==> src/hdl/dcs_pkg.sv <==
// Shared types and constants for the DAC code scaler / serializer.
// No dependencies; every other file imports this package.
package dcs_pkg;

  localparam int CODE_BITS    = 16;
  localparam int COMMAND_BITS = 8;
  localparam int FRAME_BITS   = COMMAND_BITS + CODE_BITS;
  localparam int POS_W        = $clog2(FRAME_BITS);

  localparam int VOLT_W = 24;              // signed Q7.16
  localparam int GAIN_W = 24;              // unsigned Q8.16
  localparam int DIFF_W = VOLT_W + 1;      // signed Q8.16
  localparam int PROD_W = DIFF_W + GAIN_W; // signed Q.32
  localparam int MAG_W  = PROD_W - 1;

  // magnitudes at or above 2^SAFE_W always saturate
  localparam int SAFE_W = 39;
  // (mag * FULL) >> SCALE_SHIFT, then /5, gives mag * 2 * FULL / (5 * 2^32)
  localparam int SCALE_SHIFT = 31;
  localparam int X_W  = SAFE_W + CODE_BITS - SCALE_SHIFT;
  localparam int XM_W = CODE_BITS + 3;     // holds x below 5 * 2^CODE_BITS

  localparam logic [X_W-1:0] X_CLIP_HI = X_W'(5) << CODE_BITS;
  localparam logic [X_W-1:0] X_CLIP_LO = X_W'(5);

  // divide by 5 through a reciprocal, exact for x < 2^(RECIP_SHIFT-2)
  localparam int RECIP_SHIFT = CODE_BITS + 10;
  localparam int RECIP_W     = RECIP_SHIFT - 2;
  localparam longint RECIP_VAL = ((64'd1 << RECIP_SHIFT) + 4) / 5;
  localparam logic [RECIP_W-1:0] RECIP = RECIP_W'(RECIP_VAL);
  localparam int QP_W = XM_W + RECIP_W;

  localparam logic [CODE_BITS-1:0] CODE_FULL = '1;

  localparam int FIFO_DEPTH = 2;
  localparam int FIFO_AW    = $clog2(FIFO_DEPTH);

  localparam int CFG_IDX_W  = 2;
  localparam int CFG_DATA_W = 24;

  typedef enum logic [CFG_IDX_W-1:0] {
    REG_VOLTAGE_OFFSET = 2'd0,
    REG_GAIN_FACTOR    = 2'd1
  } cfg_reg_t;

  localparam logic [GAIN_W-1:0] GAIN_RESET = GAIN_W'(65536);

  typedef struct packed {
    logic                 clipped;
    logic [CODE_BITS-1:0] code;
  } frame_t;

endpackage

==> src/hdl/dcs_back.sv <==
// Serializer: sends command bits then the code MSB first, one bit per transaction.
// Depends on dcs_pkg; takes frames from dcs_queue.
module dcs_back import dcs_pkg::*; (
  input  logic                 clk,
  input  logic                 rst_n,
  input  logic                 q_not_empty,
  input  frame_t               q_data,
  output logic                 pop,
  output logic                 out_valid,
  input  logic                 out_ready,
  output logic                 out_serial_bit,
  output logic [POS_W-1:0]     out_bit_position,
  output logic [CODE_BITS-1:0] out_dac_code,
  output logic                 out_clipped,
  output logic                 out_last_bit
);

  logic                 busy_r;
  logic [POS_W-1:0]     pos_r;
  frame_t               frame_r;
  logic [CODE_BITS-1:0] shift_r;
  logic                 take, last;

  assign last = (pos_r == POS_W'(FRAME_BITS-1));
  assign take = busy_r && out_ready;
  assign pop  = q_not_empty && (!busy_r || (take && last));

  assign out_valid        = busy_r;
  assign out_bit_position = pos_r;
  assign out_dac_code     = frame_r.code;
  assign out_clipped      = frame_r.clipped;
  assign out_last_bit     = last;
  assign out_serial_bit   = (pos_r >= POS_W'(COMMAND_BITS)) && shift_r[CODE_BITS-1];

  always_ff @(posedge clk) begin
    if (!rst_n) begin
      busy_r <= 1'b0;
      pos_r  <= '0;
    end else if (pop) begin
      busy_r <= 1'b1;
      pos_r  <= '0;
    end else if (take) begin
      busy_r <= !last;
      pos_r  <= last ? '0 : pos_r + 1'b1;
    end
  end

  always_ff @(posedge clk) begin
    if (pop) begin
      frame_r <= q_data;
      shift_r <= q_data.code;
    end else if (take && (pos_r >= POS_W'(COMMAND_BITS))) begin
      shift_r <= {shift_r[CODE_BITS-2:0], 1'b0};
    end
  end

endmodule

==> config.mk <==
export PLATFORM = sky130hd
export DESIGN_NAME = dcs_back
export DESIGN_NICKNAME = d
export VERILOG_FILES = /design/src/hdl/dcs_pkg.sv /design/src/hdl/dcs_back.sv
export SDC_FILE = /design/constraint.sdc
export NUM_CORES = 1
export LEC_CHECK = 0
export BUFFER_PORTS_ARGS = -buffer_cell sky130_fd_sc_hd__buf_2
export CAP_MARGIN = 20
export CORE_ASPECT_RATIO = 0.9
export CORE_UTILIZATION = 47
export CTS_BUF_LIST = sky130_fd_sc_hd__clkbuf_8
export DETAILED_ROUTE_END_ITERATION = 8
export GPL_TIMING_DRIVEN = 0
export HOLD_SLACK_MARGIN = 0.02
export MAX_ROUTING_LAYER = met4
export PLACE_DENSITY = 0.77
export SYNTH_ARGS = -nofsm -noshare
export SYNTH_HDL_FRONTEND = slang
export SYNTH_SLANG_ARGS = --single-unit
==> constraint.sdc <==
create_clock -name clk -period 2.07 [get_ports clk]
set_input_delay 0.207 -clock clk [delete_from_list [all_inputs] [get_ports clk]]
set_output_delay 0.207 -clock clk [all_outputs]
set_load 0.005 [all_outputs]
=== Yosys cells after proc, flatten, opt, wreduce, memory -nomap -nowiden ===
Index checks and enable logic that the tools add are counted.

* Register bits: 39
* Input port bits: 21
* Output and inout bits: 26
* Word-level logic and storage cells: 25

* $add $sub $neg: 1
* $lt $le $gt $ge: 1
* Equality and inequality tests: 1
* Multiplexer cells: 5
* Bitwise logic cells: 1
* Reductions and logical operators: 11

{| class="wikitable"
|+ Operators by type and width
! operator !! count
|-
| $mux 16 || 2
|-
| $add 5x1->5 const B || 1
|-
| $eq 5x5->1 const B || 1
|-
| $ge 5x4->1 const B || 1
|-
| $logic_and 1x1->1 || 5
|-
| $mux 5 || 1
|-
| $reduce_bool 2->1 || 2
|-
| $logic_not 1->1 || 2
|-
| $mux 1 || 2
|-
| $reduce_or 2->1 || 1
|-
| $logic_or 1x1->1 || 1
|-
| $not 1->1 || 1
|}

=== Depth between registers and ports, before layout ===
* Depth in word-level cells: 5
* Depth in mapped cells: 5
* Gate-level depth less buffers: 4

=== Worst setup path before layout ===
No wires, ideal clock.

* Path type: register to register
* Start: register busy_r, in the netlist out_valid
* End: register shift_r[0] (enable)
* Setup time: 0.411 ns
* Arrival time: 1.733 ns
* Data required time: 1.659 ns
* Slack: -0.074 ns
* Stages on the path, launching flop included: 3
* Buffers on the path: 0
* Period minus slack after synthesis: 2.144 ns
* Cell sequence: dfxtp_1 nand2_1 o21ai_0

* Word-level cells in the longest chain between the ends: 5
* Elaborated cells on any way between the ends: 7
* Those cells by class: reduce/logical (7)

{| class="wikitable"
|+ RTL lines
! item !! RTL line !! RTL
|-
| start: declaration || dcs_back.sv:18 || <nowiki>logic busy_r;</nowiki>
|-
| start signal: assignment || dcs_back.sv:43 || <nowiki>busy_r <= !last;</nowiki>
|-
| $logic_and 1x1->1 || dcs_back.sv:25 || <nowiki>assign take = busy_r && out_ready;</nowiki>
|-
| $logic_and 1x1->1 || dcs_back.sv:26 || <nowiki>assign pop = q_not_empty && (!busy_r || (take && last));</nowiki>
|-
| $logic_or 1x1->1 || dcs_back.sv:26 ||
|-
| $logic_and 1x1->1 || dcs_back.sv:26 ||
|-
| $reduce_bool 2->1 (no line) * || n/a ||
|-
| end signal: assignment || dcs_back.sv:51 || <nowiki>shift_r <= q_data.code;</nowiki>
|-
| end signal: assignment || dcs_back.sv:53 || <nowiki>shift_r <= {shift_r[CODE_BITS-2:0], 1'b0};</nowiki>
|-
| end: declaration || dcs_back.sv:21 || <nowiki>logic [CODE_BITS-1:0] shift_r;</nowiki>
|}

Mark *: on every way between the ends. The rest lies on a longest branch, timed or not.
A chain may end at the register's enable or synchronous reset.

=== Worst setup path after layout ===
* Start: register pos_r[0], in the netlist out_bit_position[0]
* End: output pop

* Word-level cells in the longest chain between the ends: 4

{| class="wikitable"
|+ RTL lines
! item !! RTL line !! RTL
|-
| start: declaration || dcs_back.sv:19 || <nowiki>logic [POS_W-1:0] pos_r;</nowiki>
|-
| start signal: assignment || dcs_back.sv:44 || <nowiki>pos_r <= last ? '0 : pos_r + 1'b1;</nowiki>
|-
| $eq 5x5->1 || dcs_back.sv:24 || <nowiki>assign last = (pos_r == POS_W'(FRAME_BITS-1));</nowiki>
|-
| $logic_and 1x1->1 || dcs_back.sv:26 ||
|-
| $logic_or 1x1->1 || dcs_back.sv:26 ||
|-
| $logic_and 1x1->1 || dcs_back.sv:26 ||
|-
| end: declaration || dcs_back.sv:8 || <nowiki>output logic pop,</nowiki>
|}

Every way passes these cells.

==> qor.txt <==
RUN STATUS
----------------------------------------------------------------------------------------
Result of the run                                                              completed

SETUP PATH
----------------------------------------------------------------------------------------
Maximum fanout count along the critical path                                          27
Category of the critical setup timing path                                       reg2out
Kind of end point of the critical path                                        output pin
CP Launch Point                                                             out_bit_position[0]
Data required time at the worst endpoint                                         1.86 ns
Startpoint Class                                                               flip-flop
Reg-to-Reg Start                                                            out_bit_position[0]
Endpoint arrival time on the critical path                                       1.77 ns

SYNTHESIS
----------------------------------------------------------------------------------------
Most used standard cells in the synthesized netlist                         33 x edfxtp_1, 8 x mux2_4, 7 x mux2_2, 6 x dfxtp_1, 5 x nand2_1
Unique masters post-synth                                                             27
Combined area of all synthesized cells                                          1575 µm²
Register bit total from synthesis                                                     39
Sequential area share after synthesis                                             70.53%
Dominant cells by area after synthesis                                      edfxtp_1 63%, dfxtp_1 7.6%, mux2_4 7.6%
Syn_nets                                                                             116
Cell taking the most area after synthesis                                       edfxtp_1
Cell with the most instances after synthesis                                    edfxtp_1
Post-synthesis average cell area                                               16.94 µm²
Top FF cell, synth                                                              edfxtp_1
Number of flops mapped to enable cells by yosys                                       33
Ys async rst share                                                                    0%
Area share of the leading cell type in the synthesized netlist                    62.91%
Mapped Cells                                                                          93
Yosys Warn Count                                                                       0

FLOORPLANNING
----------------------------------------------------------------------------------------
Die Outline Area                                                                3587 µm²
Core area                                                                       3114 µm²
Horiz. Die Dim                                                                  63.03 µm
Number of placement rows                                                              19
Die Y                                                                           56.92 µm
Number of top-level pins                                                              47
Starting Density                                                                  50.58%

ROUTE
----------------------------------------------------------------------------------------
DRT Wirelength                                                                   2682 µm
Initial detailed-routing violation count                                              27
DRC Markers                                                                            0
Count of nets left with antenna violations after detail routing                        0
Number of search-and-repair iterations in the first detailed-routing pass              5
Routed wire per std cell                                                        14.04 µm
Detailed-route via count                                                             925
Average vias per placed instance                                                   4.843

PLACE
----------------------------------------------------------------------------------------
Port Buffer Count                                                                     46
Detailed placement HPWL                                                          1953 µm
RD Place Congestion                                                               0.7948
Area after detailed placement                                                   1869 µm²
Placement-stage worst setup slack                                             -0.1244 ns

CELLS AND AREA
----------------------------------------------------------------------------------------
Fraction of layout instances using a drive strength above 1                       51.68%
Design area                                                                     1967 µm²
Synth-to-layout area growth                                                       24.86%
Fillers                                                                              255
Antenna diode count                                                                    0
Number of nets in the layout                                                         171

POWER
----------------------------------------------------------------------------------------
Leakage                                                                        0.7916 nW
Worst-case vdd ir drop                                                         0.6298 mV
Share of total power in combinational logic                                         9.3%
Clock power frac                                                                   30.9%
Cell Pwr Density                                                            783.6 nW/µm²
Switch Pwr                                                                   0.0003269 W
Sequential fraction of design power                                                59.8%
Post-route total power                                                        0.001541 W
Sw frac                                                                           21.21%
Internal power                                                                0.001214 W

STA
----------------------------------------------------------------------------------------
Slew at the pin closest to its max-slew limit                                  0.6724 ns
Final period demand of the worst path                                           1.980 ns
Period utilisation layout                                                         95.67%
Slew HR                                                                           54.87%
Count of final max-slew check failures                                                 0
Worst-case setup margin in the final layout                                   0.08954 ns
Final setup viols                                                                      0
Clock Skew                                                                   0.008784 ns
Top achievable clock speed                                                     504.9 MHz
Final Hold Violating Endpoints                                                         0
Setup TNS after final layout                                                        0 ns

GLOBAL ROUTING
----------------------------------------------------------------------------------------
Number of antenna violations at the first check in global routing                      0
Grt met3 use                                                                      6.911%
Total grt overflow                                                                     0
Most congested layer reported by global routing                                     met2
Total track usage                                                                 17.82%
Largest net degree at the start of global routing                                     28
Met1 routing resource usage after global routing                                  20.13%
Met2 Resource Use GR                                                              27.04%
Via count of the first global-routing pass                                           907
First-pass GRT wire length                                                       4284 µm

CLOCK NETWORK
----------------------------------------------------------------------------------------
Buffer levels on the longest clock path                                                2
Buffer type at the clock tree root                                              clkbuf_8
Clock slew at the register clock pins of the worst setup and hold paths          0.07 ns
Number of sinks on the clock net                                                      39
# hold bufs at CTS                                                                     0
Maximum level of the CTS H-tree                                                        2
TritonCTS Buffers                                                                      5
Clock insertion delay at the later pin of the skew report                        0.29 ns
CTS tree                                                                             yes

JOB
----------------------------------------------------------------------------------------
Max cap viols                                                                          0

WORST HOLD PATH
----------------------------------------------------------------------------------------
Worst hold path type                                                              in2reg
Worst Min Path Start                                                          q_data[16]

==> layout make-up <==
type | instances | area [µm²] | share of cell area, %
Timing Repair Buffer | 48 | 249.0 | 12.66
Clock buffer | 5 | 68.82 | 3.499
Tap cell | 42 | 52.55 | 2.672
Buffer | 1 | 20.02 | 1.018
Clock inverter | 3 | 16.27 | 0.8270
Inverter | 3 | 11.26 | 0.5725
Sequential cell | 39 | 1111 | 56.49
Multi-Input combinational cell | 50 | 437.9 | 22.26
==> kinds of logic (layout without fill, tap and decap cells) <==
logic type	count (synthesis)	count (layout)	synth area share, %
AOI/OAI and AO/OA	9	9	4.131
xor gates and xnor gates	1	1	0.5561
adders and majority gates	2	2	1.588
buffers and inverters	4	60	1.668
DFF	39	39	70.53
muxes	16	16	13.27
and+or+nand+nor	22	22	8.261
==> power by group through the flow <==
stage / clock, W / sequential (W) / combinational, W
2_1_floorplan: 0 / 0.000938 / 0.0000762
3_3_place_gp: 0 / 0.000936 / 0.000133
3_5_place_dp: 0 / 0.000939 / 0.000142
4_1_cts: 0.000496 / 0.000922 / 0.000144
5_1_grt: 0.000522 / 0.000926 / 0.000156
6_report: 0.000476 / 0.000921 / 0.000144
==> final timing paths <==
kind	end	slack (ns)	cells after the start
setup / recovery	pop	0.09	5
hold / removal	out_clipped	0.09	1
setup reg to reg	shift_r[8]	0.15	5
hold reg to reg	out_bit_position[4]	0.53	2
==> repair_timing <==
action	CTS	global route
setup endpoints to repair	9	1
pin swaps	1	0
setup buffers	1	0
gates resized for setup	0	1
==> layer usage <==
| metal | up-vias | share of wire (%) |
|---|---|---|
| met1 | 427 | 41 |
| met3 | 4 | 6.4 |
| met2 | 30 | 51 |
| met4 | 0 | 2.2 |
| li1 | 464 | - |
| met5 | - | 0 |
==> through the flow <==
| stage | cells | utilization [%] | hold slack [ns] |
|---|---|---|---|
| 2_1_floorplan | 93 | - | 0.3059 |
| 3_3_place_gp | 181 | 59.66 | 0.3881 |
| 3_5_place_dp | 182 | 60.02 | 0.3884 |
| 4_1_cts | 191 | 63.00 | 0.08418 |
| 5_1_grt | 191 | 63.16 | 0.07521 |
| 6_report | 191 | 63.16 | 0.09457 |
==> cells in the final DEF (no fill, tap or decap), drive strengths merged, types with 2 or more instances in the layout <==
cell	netlist	final
buf	1	49
edfxtp	33	33
a21oi	2	2
nor2	2	2
mux2	15	15
nand2	5	5
nand3	3	3
inv	3	4
ha	2	2
o21ai	4	4
nor3	3	3
nor2b	2	2
clkbuf	0	5
dfxtp	6	6
==> sequential cells by signal, summed over array words and instances, names as in the netlist <==
register / cells
out_dac_code: 16
out_bit_position: 5
out_clipped: 1
shift_r: 16
out_valid: 1
==> critical path, cell delays in order, from the launching register on <==
cell	delay, ns
dfxtp_1	0.43
ha_1	0.26
nand3_2	0.14
o31ai_4	0.27
buf_12	0.24
buf_2	0.14
No activity file was read; power rests on OpenSTA's default activity.
