$ cat src/hdl/dcs_pkg.sv
// Shared types and constants for the DAC code scaler / serializer.
// No dependencies; every other file imports this package.
package dcs_pkg;

  localparam int CODE_BITS    = 16;
  localparam int COMMAND_BITS = 8;
  localparam int FRAME_BITS   = COMMAND_BITS + CODE_BITS;
  localparam int POS_W        = $clog2(FRAME_BITS);

  localparam int VOLT_W = 24;              // signed Q7.16
  localparam int GAIN_W = 24;              // unsigned Q8.16
  localparam int DIFF_W = VOLT_W + 1;      // signed Q8.16
  localparam int PROD_W = DIFF_W + GAIN_W; // signed Q.32
  localparam int MAG_W  = PROD_W - 1;

  // magnitudes at or above 2^SAFE_W always saturate
  localparam int SAFE_W = 39;
  // (mag * FULL) >> SCALE_SHIFT, then /5, gives mag * 2 * FULL / (5 * 2^32)
  localparam int SCALE_SHIFT = 31;
  localparam int X_W  = SAFE_W + CODE_BITS - SCALE_SHIFT;
  localparam int XM_W = CODE_BITS + 3;     // holds x below 5 * 2^CODE_BITS

  localparam logic [X_W-1:0] X_CLIP_HI = X_W'(5) << CODE_BITS;
  localparam logic [X_W-1:0] X_CLIP_LO = X_W'(5);

  // divide by 5 through a reciprocal, exact for x < 2^(RECIP_SHIFT-2)
  localparam int RECIP_SHIFT = CODE_BITS + 10;
  localparam int RECIP_W     = RECIP_SHIFT - 2;
  localparam longint RECIP_VAL = ((64'd1 << RECIP_SHIFT) + 4) / 5;
  localparam logic [RECIP_W-1:0] RECIP = RECIP_W'(RECIP_VAL);
  localparam int QP_W = XM_W + RECIP_W;

  localparam logic [CODE_BITS-1:0] CODE_FULL = '1;

  localparam int FIFO_DEPTH = 2;
  localparam int FIFO_AW    = $clog2(FIFO_DEPTH);

  localparam int CFG_IDX_W  = 2;
  localparam int CFG_DATA_W = 24;

  typedef enum logic [CFG_IDX_W-1:0] {
    REG_VOLTAGE_OFFSET = 2'd0,
    REG_GAIN_FACTOR    = 2'd1
  } cfg_reg_t;

  localparam logic [GAIN_W-1:0] GAIN_RESET = GAIN_W'(65536);

  typedef struct packed {
    logic                 clipped;
    logic [CODE_BITS-1:0] code;
  } frame_t;

endpackage

$ cat src/hdl/dcs_queue.sv
// Small FIFO of computed frames between front pipeline and serializer.
// Depends on dcs_pkg.
module dcs_queue import dcs_pkg::*; (
  input  logic   clk,
  input  logic   rst_n,
  input  logic   push,
  input  frame_t push_data,
  output logic   full,
  input  logic   pop,
  output logic   not_empty,
  output frame_t pop_data
);

  frame_t                 mem_r [FIFO_DEPTH];
  logic [FIFO_AW-1:0]     wp_r, rp_r;
  logic [FIFO_AW:0]       cnt_r;

  assign full      = (cnt_r == (FIFO_AW+1)'(FIFO_DEPTH));
  assign not_empty = (cnt_r != '0);
  assign pop_data  = mem_r[rp_r];

  always_ff @(posedge clk) begin
    if (!rst_n) begin
      wp_r  <= '0;
      rp_r  <= '0;
      cnt_r <= '0;
    end else begin
      if (push) begin
        wp_r <= (wp_r == FIFO_AW'(FIFO_DEPTH-1)) ? '0 : wp_r + 1'b1;
      end
      if (pop) begin
        rp_r <= (rp_r == FIFO_AW'(FIFO_DEPTH-1)) ? '0 : rp_r + 1'b1;
      end
      if (push && !pop) begin
        cnt_r <= cnt_r + 1'b1;
      end else if (pop && !push) begin
        cnt_r <= cnt_r - 1'b1;
      end
    end
  end

  always_ff @(posedge clk) begin
    if (push) begin
      mem_r[wp_r] <= push_data;
    end
  end

endmodule

$ cat config.mk
export PLATFORM = sky130hd
export DESIGN_NAME = dcs_queue
export DESIGN_NICKNAME = d
export VERILOG_FILES = /design/src/hdl/dcs_pkg.sv /design/src/hdl/dcs_queue.sv
export SDC_FILE = /design/constraint.sdc
export NUM_CORES = 1
export LEC_CHECK = 0
export CORE_ASPECT_RATIO = 2
export CORE_MARGIN = 2
export CORE_UTILIZATION = 30
export DETAILED_ROUTE_END_ITERATION = 7
export DONT_BUFFER_PORTS = 1
export MAX_ROUTING_LAYER = met4
export RECOVER_POWER = 25
export SLEW_MARGIN = 5
export SYNTH_ARGS = -nofsm -noshare
export SYNTH_HDL_FRONTEND = slang
export SYNTH_SLANG_ARGS = --single-unit
export TNS_END_PERCENT = 20
$ cat constraint.sdc
create_clock -name clk -period 2 [get_ports clk]
set_clock_uncertainty 0.05 [all_clocks]
set_input_delay 0 -clock clk [delete_from_list [all_inputs] [get_ports clk]]
set_output_delay 0 -clock clk [all_outputs]
set_load 0.05 [all_outputs]
Yosys cells after proc, flatten, opt, wreduce, memory -nomap -nowiden

Memories as Yosys holds them, arrays and structs flattened. A register that Yosys moved wholly into a read port is not among the register bits.
Cells that the tools add are included.

Bits in registers: 4
Bits in writable memories: 34
Input port bits: 21
Output and inout bits: 19
Logic and storage cells: 23
Memories: 1

Memory list:

| memory | depth | bits a word | read ports | clocked after memory_dff | wr ports | RTL line        | RTL |
|---|---|---|---|---|---|---|---|
| mem_r  | 2     | 17          | 1          | 1                        | 1        | dcs_queue.sv:14 | `frame_t mem_r [FIFO_DEPTH];` |

Add/sub/neg operators: 4
Equal/unequal tests: 1
Multiplexer cells: 8
Reductions and logical operators: 6

Operators by type and width:

| cell                | count |
|---|---|
| $mux 1              | 6 |
| $mux 2              | 2 |
| $reduce_bool 2->1   | 2 |
| $add 1x1->1 const B | 2 |
| $add 2x1->2 const B | 1 |
| $eq 2x2->1 const B  | 1 |
| $logic_and 1x1->1   | 2 |
| $logic_not 1->1     | 2 |
| $sub 2x1->2 const B | 1 |

Logic depth before layout (Yosys ltp)

Gate-level depths: netlist (run 1).

Depth in word-level cells: 4
Depth in mapped cells: 5
Depth with buffers taken out: 5

Worst setup path after synthesis (run 1)

Ideal clock, no wire load.

Path kind: register to register
From: register wp_r
To: memory mem_r[0][0] (netlist bit), enable pin
Library setup time: 394 ps
Arrival time: 1122 ps
Data required time: 1556 ps
Slack: 434 ps
Stages on the path, launching flop included: 2
Buffers on the path: 0
Cell sequence: dfxtp_1 -> nor2b_1

RTL lines:

| element                | RTL line        | RTL |
|---|---|---|
| start, declared        | dcs_queue.sv:15 | `logic [FIFO_AW-1:0] wp_r, rp_r;` |
| start signal, assigned | dcs_queue.sv:29 | `wp_r <= (wp_r == FIFO_AW'(FIFO_DEPTH-1)) ? '0 : wp_r + 1'b1;` |
| end, declared          | dcs_queue.sv:14 |  |

Straight into the memory's write port.

Worst setup path after layout (run 1)

From: register wp_r
To: register wp_r

Cells in the longest elaborated chain, start to end: 2

Ends and longest elaborated chain:

| element     | RTL line |
|---|---|
| $add 1x1->1 | dcs_queue.sv:29 |
| $mux 1 (*)  | dcs_queue.sv:29 |

Mark *: on every way between the ends. The rest lies on a longest branch, timed or not.
A chain may end at the register's enable or synchronous reset.

==> results.md, run 1 <==
- Once detailed placement completed, the half-perimeter wirelength came to roughly 1700 um.
- The critical path startpoint is wp_r$_SDFFE_PN0P_.
- For this run, the total global-route usage over all layers was measured as 0.107.
- The number of warnings reported in the yosys synthesis log is 0.
- For this run, the post-layout net count is roughly 130.
- Summing internal, switching and leakage power gives 1770 uW.
- STA classifies the critical path startpoint as a flop.
- The wire length per cell after detailed routing is 15.1 um.
- The antenna diode instance count is 0.
- The total count of max-transition violations in the final report is 0.
- Compared with the post-synthesis result, the final layout area differs by 26.3%.
- The number of H-tree levels is 2.
- In this run the cell area of the synthesized design comes to ~1400 um2.
- The routed design uses 127 um of met3 wire.
- The core region area is ~4600 um2.
- At the worst endpoint, the arrival time is 1.76 ns.
- The number of buffers added by the clock tree synthesis step is 5.
- The number of optimization iterations in the first detailed-route pass is 3.
- Along the worst path, the maximum fanout reaches 7.
- The die covers between 5000 and 6000 um2.
- After global routing the overflow that remains totals 0.
- The count of nets left with antenna violations once routing finished came out at 0.
- For flop-to-flop paths, the worst setup slack is between 0.4 and 0.5 ns.
- Headroom to the max-slew limit came out at 0.813.
- The power density over the cells is between 900 and 1000 nW/um2.
- In this run the top signal layer used is met4.
- The capturing element type of the critical path is a flop.
- STA puts the critical path data required time at 2.17 ns.
- Of the cells placed in the final design, the portion with a size suffix greater than 1 is 0.295.
- The floorplan step set the die height to between 100 and 150 um.
- 40 I/O pins were placed.
- In this run the critical register-to-register path is launched from wp_r$_SDFFE_PN0P_.
- The number of violations of the max-capacitance limit is 0.
- The maximum buffer depth of the clock tree is 2.
- In this run, synthesis produced a sequential element count of 39.
- Entering global routing, the biggest net connects 16 pins.
- The cell taking the most area after synthesis is edfxtp_1.
- Averaged over all synthesized cells, the footprint is just under 20 um2.
- The area share of the largest cell type after synthesis is 0.706.
- The average vias per placed instance is 4.43.
- The number of antenna violations at the first check in global routing was 0.
- The number of placement rows is 35.
- The final wirelength is around 2400 um.
- The leakage power of the design is between 0.0006 and 0.0007 uW.
- For this run, the register share of the synthesized area comes to 0.775.
- The highest clock rate is approximately 630 MHz.
- The largest vdd supply drop is about 0.00043 V.
- The startpoint identified for the worst hold timing path is push.
- The final count of hold timing violations is 0.
- The critical path is of the flop to flop type.
- Setup repair after global routing left no endpoint under its margin.
- The class of the tightest hold or removal check is input pin to flop.
- At the later pin of the worst-skew pair, clock insertion delay measures approximately 0.28 ns.
- Of the available clock period, the critical path in the final layout requires 0.796.
- The final number of setup-violating endpoints is 0.
- The wire length of the first global-routing pass is 3680 um.
- The via count of the first global-routing pass is ~800.
- Detailed routing inserted a total of 709 vias.
- By area the synthesized netlist is led by edfxtp_1 71%, mux2_2 13%, dfxtp_1 6.9%.
- The flow ran to the end, and the final reports show no timing, DRC or antenna violations.
- After clock tree synthesis, the clock-pin slew on the worst setup and hold paths is around 0.06 ns.
- The clock drives 39 sinks.
- The initial utilization of the core area, before any placement, comes to 0.312.
- The setup TNS is 0 ns.
- Detailed routing placed a total of 1450 um of wire on met2.
- Synthesis produced a netlist with a net count of 97.
- The wire length on met1 is 797 um.
- Measured along the x axis, the die boundary spans roughly 53 um.
- The number of different library cells in the post-synthesis netlist is 17.
- The final-layout fill cell count is ~470.
- The clock tree from TritonCTS is yes.
- The number of cells produced by synthesis is between 70 and 80.
- The actual transition at the worst max-transition pin is approximately 0.28 ns.
- After the first detailed-routing iteration, the DRC count stood at 44.
- Routability-driven placement finished with a final weighted congestion of approximately 0.66.
- In the routed design, unresolved DRC markers number 0.
- The cell sitting at the root of the clock tree is a clkbuf_8.
- Subtracting the final worst setup slack from the clock period gives between 1.5 and 2 ns.
- Buffers placed on the I/O ports in this run total 0.
==> critical path, cell delays in order, from the launching register on <==
cell and delay (ns):
dfxtp_1 0.32, nor2b_2 0.26, buf_4 0.23, o21a_1 0.14, dlygate4sd3_1 0.54
==> sequential cells by signal, indices dropped and copies added (netlist names), named ones only <==
signal	flops
cnt_r	2
wp_r	1
mem_r	34
rp_r	1
==> power breakdown <==
part           leakage (uW)  internal (uW)  switching (uW)
logic              0.000230           95.7             221
clock network     0.0000482            277             227
registers          0.000361            936            17.0
==> synthesized netlist by cell type, drive strengths merged <==
cell type,number
xor2,2
xnor2,1
mux2,17
dfxtp,5
ha,1
nor2b,2
buf,2
and2b,1
inv,1
or2,1
edfxtp,34
o21ai,1
or3,1
o21a,1
and2,4
a21boi,1
==> cell families (layout without fill, tap and decap cells) <==
family,after synthesis,after routing,synth area share
DFF,39,39,0.775
muxes,17,17,0.132
and+or+nand+nor,9,9,0.0407
AOI/OAI and AO/OA,3,3,0.0138
xor gates and xnor gates,3,3,0.0182
buffers and inverters,3,33,0.0112
adders and majority gates,1,1,0.00865
==> placed cells by master, fill, tap and decap left out <==
cell	instances
dlygate4sd3_1	20
o21ai_0	1
and2b_2	1
and2_1	4
nor2b_2	1
mux2_2	17
clkbuf_1	1
nor2b_1	1
buf_4	4
edfxtp_1	34
a21boi_1	1
xnor2_1	1
or3_1	1
clkbuf_8	6
ha_1	1
clkinv_2	1
xor2_1	2
o21a_1	1
or2_2	1
inv_1	1
dfxtp_1	5
==> layout make-up <==
class,instances,area (um2),area share
multi-input combinational,33,312,0.171
clock inverter,1,5.00,0.00274
timing repair buffer,24,230,0.126
sequential,39,1120,0.614
tap,55,68.8,0.0377
inverter,1,3.75,0.00205
clock buffer,7,86.3,0.0473
==> worst paths after layout <==
path,to,depth (start not counted)
hold reg to reg,cnt_r[1]$_SDFFE_PN0P_,2
setup reg to reg,wp_r$_SDFFE_PN0P_,4
setup / recovery,wp_r$_SDFFE_PN0P_,4
hold / removal,mem_r[0][12]$_DFFE_PP_,1
==> through the flow <==
stage | utilization | std cells | setup WS, ns | hold slack, ns | cell area [um2]
final | 0.394 | 160 | 0.407 | 0.0292 | 1830
after global routing | 0.394 | 160 | 0.288 | 0.0171 | 1830
after CTS | 0.394 | 160 | 0.410 | 0.0174 | 1830
after detailed placement | 0.331 | 132 | 0.791 | 0.0489 | 1540
after global placement | 0.331 | 132 | 0.825 | 0.0490 | 1540
after floorplan | - | 75 | 0.434 | 0.0489 | 1450
==> layer usage <==
metal  global-route usage  up-vias
met1               0.0834      345
met5                    -        -
met4               0.0710        0
li1                     -      336
met3               0.0409        2
met2                0.190       26
==> timing repair <==
item	in CTS	in global routing
hold buffers	20	0
buffers inserted	0	0
hold endpoints to repair	39	0
setup endpoints to repair	0	0
gates resized for setup	0	0
(Power assumes the default switching activity.)
==> inputs of run 2 (changes only) <==
==> constraint.sdc (replaced) <==
create_clock -name clk -period 1.6 [get_ports clk]
set_clock_uncertainty 0.05 [all_clocks]
set_input_delay 0 -clock clk [delete_from_list [all_inputs] [get_ports clk]]
set_output_delay 0 -clock clk [all_outputs]
set_load 0.05 [all_outputs]
==> run 2 against run 1 <==
Net effect: setup slack got worse by 0.17 ns; routed wire length increased by 7.8%; sequential cell count unchanged; worst hold slack got worse by 0.0080 ns; die area unchanged; non-clock buffer count increased by 2; critical path depth decreased by 2; largest cell class unchanged.
==> results.md, run 2 (same netlist as run 1, synthesis figures left out) <==
- The boundary pin count came to 40 (unchanged).
- The antenna diode instance count is 0 (unchanged).
- Run status: finished, final reports clean (unchanged).
- The aggregate global-route resource usage is 0.119 (was 0.107).
- The class of the tightest hold or removal check is input pin to flop (unchanged).
- The final count of hold timing violations is 0 (unchanged).
- The largest vdd supply drop is 0.000642 V (was 0.000430 V).
- The clock insertion delay at the later pin of the skew report came to 0.28 ns (about the same).
- The number of placement rows is 35 (unchanged).
- The via count of the first global-routing pass is 845 (was 799).
- The die span in x is 53.1 um (unchanged).
- The capturing element type of the critical path is an output pin (was flop).
- The total count of max-transition violations in the final report is 0 (unchanged).
- The core region area is 4640 um2 (unchanged).
- The die boundary height came to 102 um (unchanged).
- The number of antenna violations at the first check in global routing came to 0 (unchanged).
- The leakage power of the design is 0.000639 uW (about the same).
- The number of port buffers was 0 (unchanged).
- The final cell area excluding filler cells is 1830 um2 (about the same).
- The largest net degree at the start of global routing is 12 (was 16).
- The initial core utilization is 0.312 (unchanged).
- The setup slack after placement came to 0.422 ns (was 0.791 ns).
- Regs by FF count: mem_r x34, cnt_r x2 (unchanged).
- The cell at the root of the clock tree is clkbuf_8 (unchanged).
- The overall die area is 5430 um2 (unchanged).
- The net count of the finished layout is 128 (was 126).
- The average vias per placed instance is 4.51 (was 4.43).
- The final-layout fill cell count is 473 (was 468).
- The number of DRC markers after the initial detailed-route iteration is 4 (was 44).
- The minimum setup slack in the final design came to 0.238 ns (was 0.407 ns).
- The number of H-tree levels is 2 (unchanged).
- The number of flip-flops under the largest register name is 34 (unchanged).
- The global placement routability congestion is 0.659 (was 0.662).
- The register ranked first by flip-flop count is mem_r (unchanged).
- Setup repair after global routing missed its margin: false (unchanged).
- The arrival time of the worst setup path is 1.31 ns (was 1.76 ns).
- Commonest non-fill, non-tap cells in the layout: 34 x edfxtp_1, 20 x dlygate4sd3_1, 17 x mux2_2, 6 x buf_4 (was 34 x edfxtp_1, 20 x dlygate4sd3_1, 17 x mux2_2, 6 x clkbuf_8, 5 x dfxtp_1).
- The setup TNS came to 0 ns (unchanged).
- The global-route congestion overflow total is 0 (unchanged).
- The critical path class is flop to output pin (was flop to flop).
- The number of violations of the max-capacitance limit came to 0 (unchanged).
- The cell area after placement is 1550 um2 (was 1540 um2).
- The number of buffers added by the clock tree synthesis step is 5 (unchanged).
- The actual transition at the worst max-transition pin came to 0.285 ns (was 0.279 ns).
- Based on the critical path, the design can be clocked at up to roughly 730 MHz.
- The wire length per cell after detailed routing is 16.0 um (was 15.1 um).
- The number of optimization iterations in the first detailed-route pass was 4 (was 3).
- The clock sink count is 39 (unchanged).
- The most common cell after layout, fill and taps aside was edfxtp_1 (unchanged).
- The wire length of the first global-routing pass came to 4260 um (was 3680 um).
- The post-route core utilization is 0.394 (about the same).
- The remaining max-slew budget at the tightest pin is 0.809 (was 0.813).
- The register clock-pin slew on the reported worst setup and hold paths is 0.07 ns (was 0.06 ns).
- The power density over the cells was 1200 nW/um2 (was 971 nW/um2).
- The routed design could run at a clock period as short as between 1 and 1.5 ns.
- The number of gates resized after cts is 0 (unchanged).
- The maximum buffer depth of the clock tree is 2 (unchanged).
- The detailed-route DRC error count came to 0 (unchanged).
- The fraction of final layout cells with drive strength greater than 1 is 0.290 (was 0.295).
- The final number of setup-violating endpoints is 0 (unchanged).
- The largest driver fanout on the critical path was 10 (was 7).
- The clock tree from TritonCTS is yes (unchanged).
- The final antenna-violating net count is 0 (unchanged).
- Dividing the final minimum period by the clock period gives 0.851.
- The total number of vias is 730 (was 709).
- The kind of start point of the critical path is a flop (unchanged).
- The final wirelength is 2600 um (was 2410 um).
- The area growth from synthesis to layout is 26.6% (was 26.3%).
- The required time at the worst-slack endpoint is 1.55 ns (was 2.17 ns).
==> run 2: cell count changes in the layout (fill, tap and decap cells not counted), sizes merged <==
cell | before | now
clkinv | 1 | 0
clkbuf | 7 | 8
buf | 4 | 6
==> run 2: layout make-up <==
type	count	area (um2)	area share
well taps	55	68.8	0.0376
multi-input cells	33	312	0.170
clock buffers	8	80.1	0.0437
flip-flops and latches	39	1120	0.612
repair buffers	26	245	0.134
inverters	1	3.75	0.00205
==> run 2: where the power goes <==
group          internal, uW  switching, uW
clock network           309            298
registers              1170           20.2
logic                   124            284
==> run 2: timing repair <==
action,in CTS,in global routing
buffers inserted,0,0
hold buffers,20,0
hold endpoints to repair,39,0
==> run 2: through the flow <==
stage / power, uW / instances / hold slack (ns)
finish: 2200 / 162 / 0.0211
global route: 2290 / 162 / 0.0197
CTS: 2240 / 162 / 0.0113
detailed placement: 1570 / 134 / 0.0490
global placement: 1560 / 134 / 0.0490
floorplan: 1530 / 75 / 0.0489
==> run 2: worst paths after layout <==
path	start	end	slack (ns)	cells after the start
min reg2reg	cnt_r[1]$_SDFFE_PN0P_	cnt_r[1]$_SDFFE_PN0P_	0.47	2
max	flop	pop_data[16]	0.24	2
max reg2reg	wp_r$_SDFFE_PN0P_	mem_r[1][4]$_DFFE_PP_	0.42	2
min	push	mem_r[0][14]$_DFFE_PP_	0.02	1
==> run 2: layer usage <==
layer / wire (um) / GRT usage / vias to the layer above
li1: - / - / 343
met1: 892 / 0.112 / 354
met2: 1490 / 0.199 / 28
met3: 159 / 0.0380 / 5
met4: 61 / 0.0769 / 0
met5: 0 / - / -
==> run 2: worst max-delay path, cell delays in order (launching register included) <==
cell	delay, ns
dfxtp_1	0.34
buf_4	0.20
mux2_2	0.49
==> inputs of run 3 (changes only) <==
--- a/config.mk
+++ b/config.mk
@@ -5,7 +5,8 @@
 export SDC_FILE = /design/constraint.sdc
 export NUM_CORES = 1
 export LEC_CHECK = 0
-export CORE_ASPECT_RATIO = 2
+export ABC_AREA = 1
+export CORE_ASPECT_RATIO = 1.4
 export CORE_MARGIN = 2
 export CORE_UTILIZATION = 30
 export DETAILED_ROUTE_END_ITERATION = 7
==> run 3 against run 2 <==
Net effect: synthesized cell count is 17% higher; via count is 5.6% higher; core utilization is 0.95 points higher; clock power is 54% higher; total power is 14% higher; combinational power is 5.4% lower; setup slack worse by 0.099 ns; global-route usage is 1.2 points lower; maximum frequency is 6.8% lower; area after synthesis is 4.3% higher; sequential cell count stayed put; sequential power hardly changed; largest cell class unchanged.
==> results.md, run 3 <==
- Run status: finished, final reports clean (unchanged).
- The clock network power share is 0.372 (was 0.275).
- The antenna diode instance count is 0 (unchanged).
- The largest vdd supply drop is 0.000550 V (was 0.000642 V).
- The critical register-to-register path endpoint is wp_r$_SDFFE_PN0P_ (was mem_r[1][4]$_DFFE_PP_).
- The number of buffers added by the clock tree synthesis step was 5 (unchanged).
- The largest net degree at the start of global routing was 18 (was 12).
- The clock tree from TritonCTS is yes (unchanged).
- Detailed placement finished with a half-perimeter wire length of approximately 1700 um.
- The fraction of power spent switching nets is 0.234 (was 0.273).
- The clock insertion delay at the later pin of the skew report is 0.28 ns (about the same).
- The most common cell after layout, fill and taps aside is edfxtp_1 (unchanged).
- The average instance area after synthesis was 17.1 um2 (was 19.3 um2).
- The cell taking the most area after synthesis is edfxtp_1 (unchanged).
- The number of different library cells in the post-synthesis netlist is 14 (was 17).
- The combinational group share of total power was 0.154 (was 0.185).
- The detailed-route DRC error count is 0 (unchanged).
- The actual transition at the worst max-transition pin was 0.465 ns (was 0.285 ns).
- The number of cells produced by synthesis is 88 (was 75).
- The share of async-settable or async-resettable flops after synthesis came to 0 (unchanged).
- The number of placement rows was 30 (was 35).
- The worst-case hold slack is 0.103 ns (was 0.0211 ns).
- Commonest non-fill, non-tap cells in the layout: 34 x edfxtp_1, 22 x dlygate4sd3_1, 10 x mux2_4, 9 x nand2_1, 8 x inv_1 (was 34 x edfxtp_1, 20 x dlygate4sd3_1, 17 x mux2_2, 6 x buf_4).
- The final number of setup-violating endpoints is 0 (unchanged).
- The dominant register cell in the synthesized netlist is edfxtp_1 (unchanged).
- The wire length of the first global-routing pass was 4240 um (was 4260 um).
- The fraction of final layout cells with drive strength greater than 1 is 0.242 (was 0.290).
- The required time at the worst-slack endpoint came to 1.76 ns (was 1.55 ns).
- The part of the power in registers is 0.474 (was 0.540).
- The terminating pin of the worst hold path is cnt_r[0]$_SDFFE_PN0P_ (was mem_r[0][14]$_DFFE_PP_).
- The number of violations of the max-capacitance limit is 0 (unchanged).
- The cell-internal power was 1920 uW (was 1600 uW).
- The number of warnings reported in the yosys synthesis log was 0 (unchanged).
- The net switching power of the design is 587 uW (was 602 uW).
- The number of antenna violations at the first check in global routing is 0 (unchanged).
- The post-synthesis cell area is 1510 um2 (was 1450 um2).
- The number of H-tree levels came to 2 (unchanged).
- The total number of vias is 771 (was 730).
- The kind of start point of the critical path is an input pin (was flop).
- The net count after synthesis is 110 (was 97).
- The average vias per placed instance is 4.19 (was 4.51).
- The setup fix buffers added after clock tree synthesis is 0 (unchanged).
- The number of optimization iterations in the first detailed-route pass is 4 (unchanged).
- The remaining max-slew budget at the tightest pin is 0.689 (was 0.809).
- The shortest clock period the worst path allows after layout is 1.46 ns (was 1.36 ns).
- The critical path class is input pin to flop (was flop to output pin).
- The die boundary height was 87.9 um (was 102 um).
- The setup slack on the worst flop-to-flop path is 0.37 ns (was 0.42 ns).
- The register clock-pin slew on the reported worst setup and hold paths is 0.07 ns (about the same).
- The post-route fraction of the period consumed by the critical path is 0.913 (was 0.851).
- The boundary pin count was 40 (unchanged).
- Setup repair after global routing missed its margin: false (unchanged).
- The count of flip-flops with a built-in enable after synthesis is 34 (unchanged).
- The count of state elements after synthesis is 39 (unchanged).
- The final count of hold timing violations came to 0 (unchanged).
- The total count of max-transition violations in the final report was 0 (unchanged).
- The maximum buffer depth of the clock tree is 2 (unchanged).
- The overall die area is 5620 um2 (was 5430 um2).
- The die span in x is 63.9 um (was 53.1 um).
- The area growth from synthesis to layout came to 29.6% (was 26.6%).
- The arrival time of the worst setup path came to 1.62 ns (was 1.31 ns).
- The class of the tightest hold or removal check was input pin to flop (unchanged).
- The global placement routability congestion was 0.632 (was 0.659).
- The worst reg-to-reg path cell count is 4 (was 2).
- Top cells by area in the synthesized netlist: edfxtp_1 68%, mux2_4 10%, dfxtp_1 6.6% (was edfxtp_1 71%, mux2_2 13%, dfxtp_1 6.9%).
- The wire length per cell after detailed routing is 13.7 um (was 16.0 um).
- The origin of the critical flop-to-flop path is wp_r$_SDFFE_PN0P_ (unchanged).
- The power density over the cells was 1280 nW/um2 (was 1200 nW/um2).
- The final wirelength came to 2510 um (was 2600 um).
- The post-route core utilization was 0.404 (was 0.394).
- Most frequent cells after synthesis: 34 x edfxtp_1, 10 x mux2_4, 9 x nand2_1, 8 x inv_1, 8 x nor2_1 (was 34 x edfxtp_1, 17 x mux2_2, 5 x dfxtp_1, 4 x and2_1).
- The aggregate global-route resource usage was 0.106 (was 0.119).
- The setup TNS came to 0 ns (unchanged).
- The number of flip-flops under the largest register name is 34 (unchanged).
- The sequential cell area fraction in the yosys report is 0.743 (was 0.775).
- The net count of the finished layout is 141 (was 128).
- The number of port buffers is 0 (unchanged).
- The highest clock rate was 684 MHz (was 734 MHz).
- Regs by FF count: mem_r x34, cnt_r x2 (unchanged).
- The area share of the largest cell type after synthesis is 0.677 (was 0.706).
- The initial core utilization is 0.312 (about the same).
- The cell at the root of the clock tree is clkbuf_8 (unchanged).
- The most instantiated library cell after synthesis is edfxtp_1 (unchanged).
- The capturing element type of the critical path is a flop (was output pin).
- The clock sink count is 39 (unchanged).
- The final antenna-violating net count is 0 (unchanged).
- The global-route congestion overflow total is 0 (unchanged).
- The leakage power of the design came to 0.000739 uW (was 0.000639 uW).
- The register ranked first by flip-flop count is mem_r (unchanged).
- The largest driver fanout on the critical path is 3 (was 10).
- The number of DRC markers after the initial detailed-route iteration is 36 (was 4).
- The core region area is 4840 um2 (was 4640 um2).
- The startpoint of the worst hold path is pop (was push).
- The number of stages on the worst hold path is 4 (was 1).
- The via count of the first global-routing pass is 890 (was 845).
run 3: cell type report:
class / count / area, um2
well taps: 64 / 80.1
repair buffers: 26 / 263
clock inverters: 2 / 60.1
clock buffers: 6 / 72.6
flip-flops and latches: 39 / 1120
fillers: 439 / 2890
multi-input cells: 39 / 329
inverters: 8 / 30.0
run 3: cell families (layout without fill, tap and decap cells):
kind of cell	count (synthesis)	in the layout	synth area share
AOI/OAI and AO/OA	2	2	0.00663
adders and majority gates	1	1	0.00829
buffers and inverters	10	42	0.0406
DFF	39	39	0.743
muxes	17	17	0.152
and+or+nand+nor	19	19	0.0497
run 3: worst max path at each step:
stage	from	to	slack, ns
final	push	cnt_r[0]$_SDFFE_PN0P_	0.14
after CTS	push	cnt_r[0]$_SDFFE_PN0P_	0.16
after detailed placement	wp_r$_SDFFE_PN0P_	mem_r[1][15]$_DFFE_PP_	0.50
after floorplan	wp_r$_SDFFE_PN0P_	mem_r[0][0]$_DFFE_PP_	0.10
after global placement	wp_r$_SDFFE_PN0P_	mem_r[1][6]$_DFFE_PP_	0.53
after global routing	push	cnt_r[0]$_SDFFE_PN0P_	0.12
run 3: routing by layer:
layer  share of wire  wire (um)  vias to the layer above  track usage
li1                -          -                      372            -
met1            0.39        980                      365       0.0978
met2            0.55       1390                       32        0.195
met3           0.052        130                        2       0.0373
met4          0.0064         16                        0       0.0474
met5               0          0                        -            -
run 3: timing repair:
action / 4_1_cts / 5_1_grt
hold buffers: 22 / 0
resized for setup: 0 / 0
endpoints found under the hold margin: 39 / 0
run 3: critical path, stage by stage:
cell and delay, ns:
dlygate4sd3_1 0.57, ha_1 0.34, dlygate4sd3_1 0.58, a21oi_1 0.13
run 3: stage by stage:
step,setup WS (ns),instance area (um2),power (uW),instances
floorplan,0.100,1510,1510,88
detailed placement,0.498,1600,1550,154
global placement,0.535,1600,1530,154
global route,0.116,1960,2610,184
finish,0.139,1960,2500,184
CTS,0.165,1960,2540,184
run 3: power by group through the flow:
stage               combinational, uW  sequential, uW  clock [uW]
floorplan                         303            1200           0
global placement                  327            1210           0
detailed placement                336            1210           0
CTS                               390            1190         962
global route                      410            1190        1010
finish                            386            1190         932
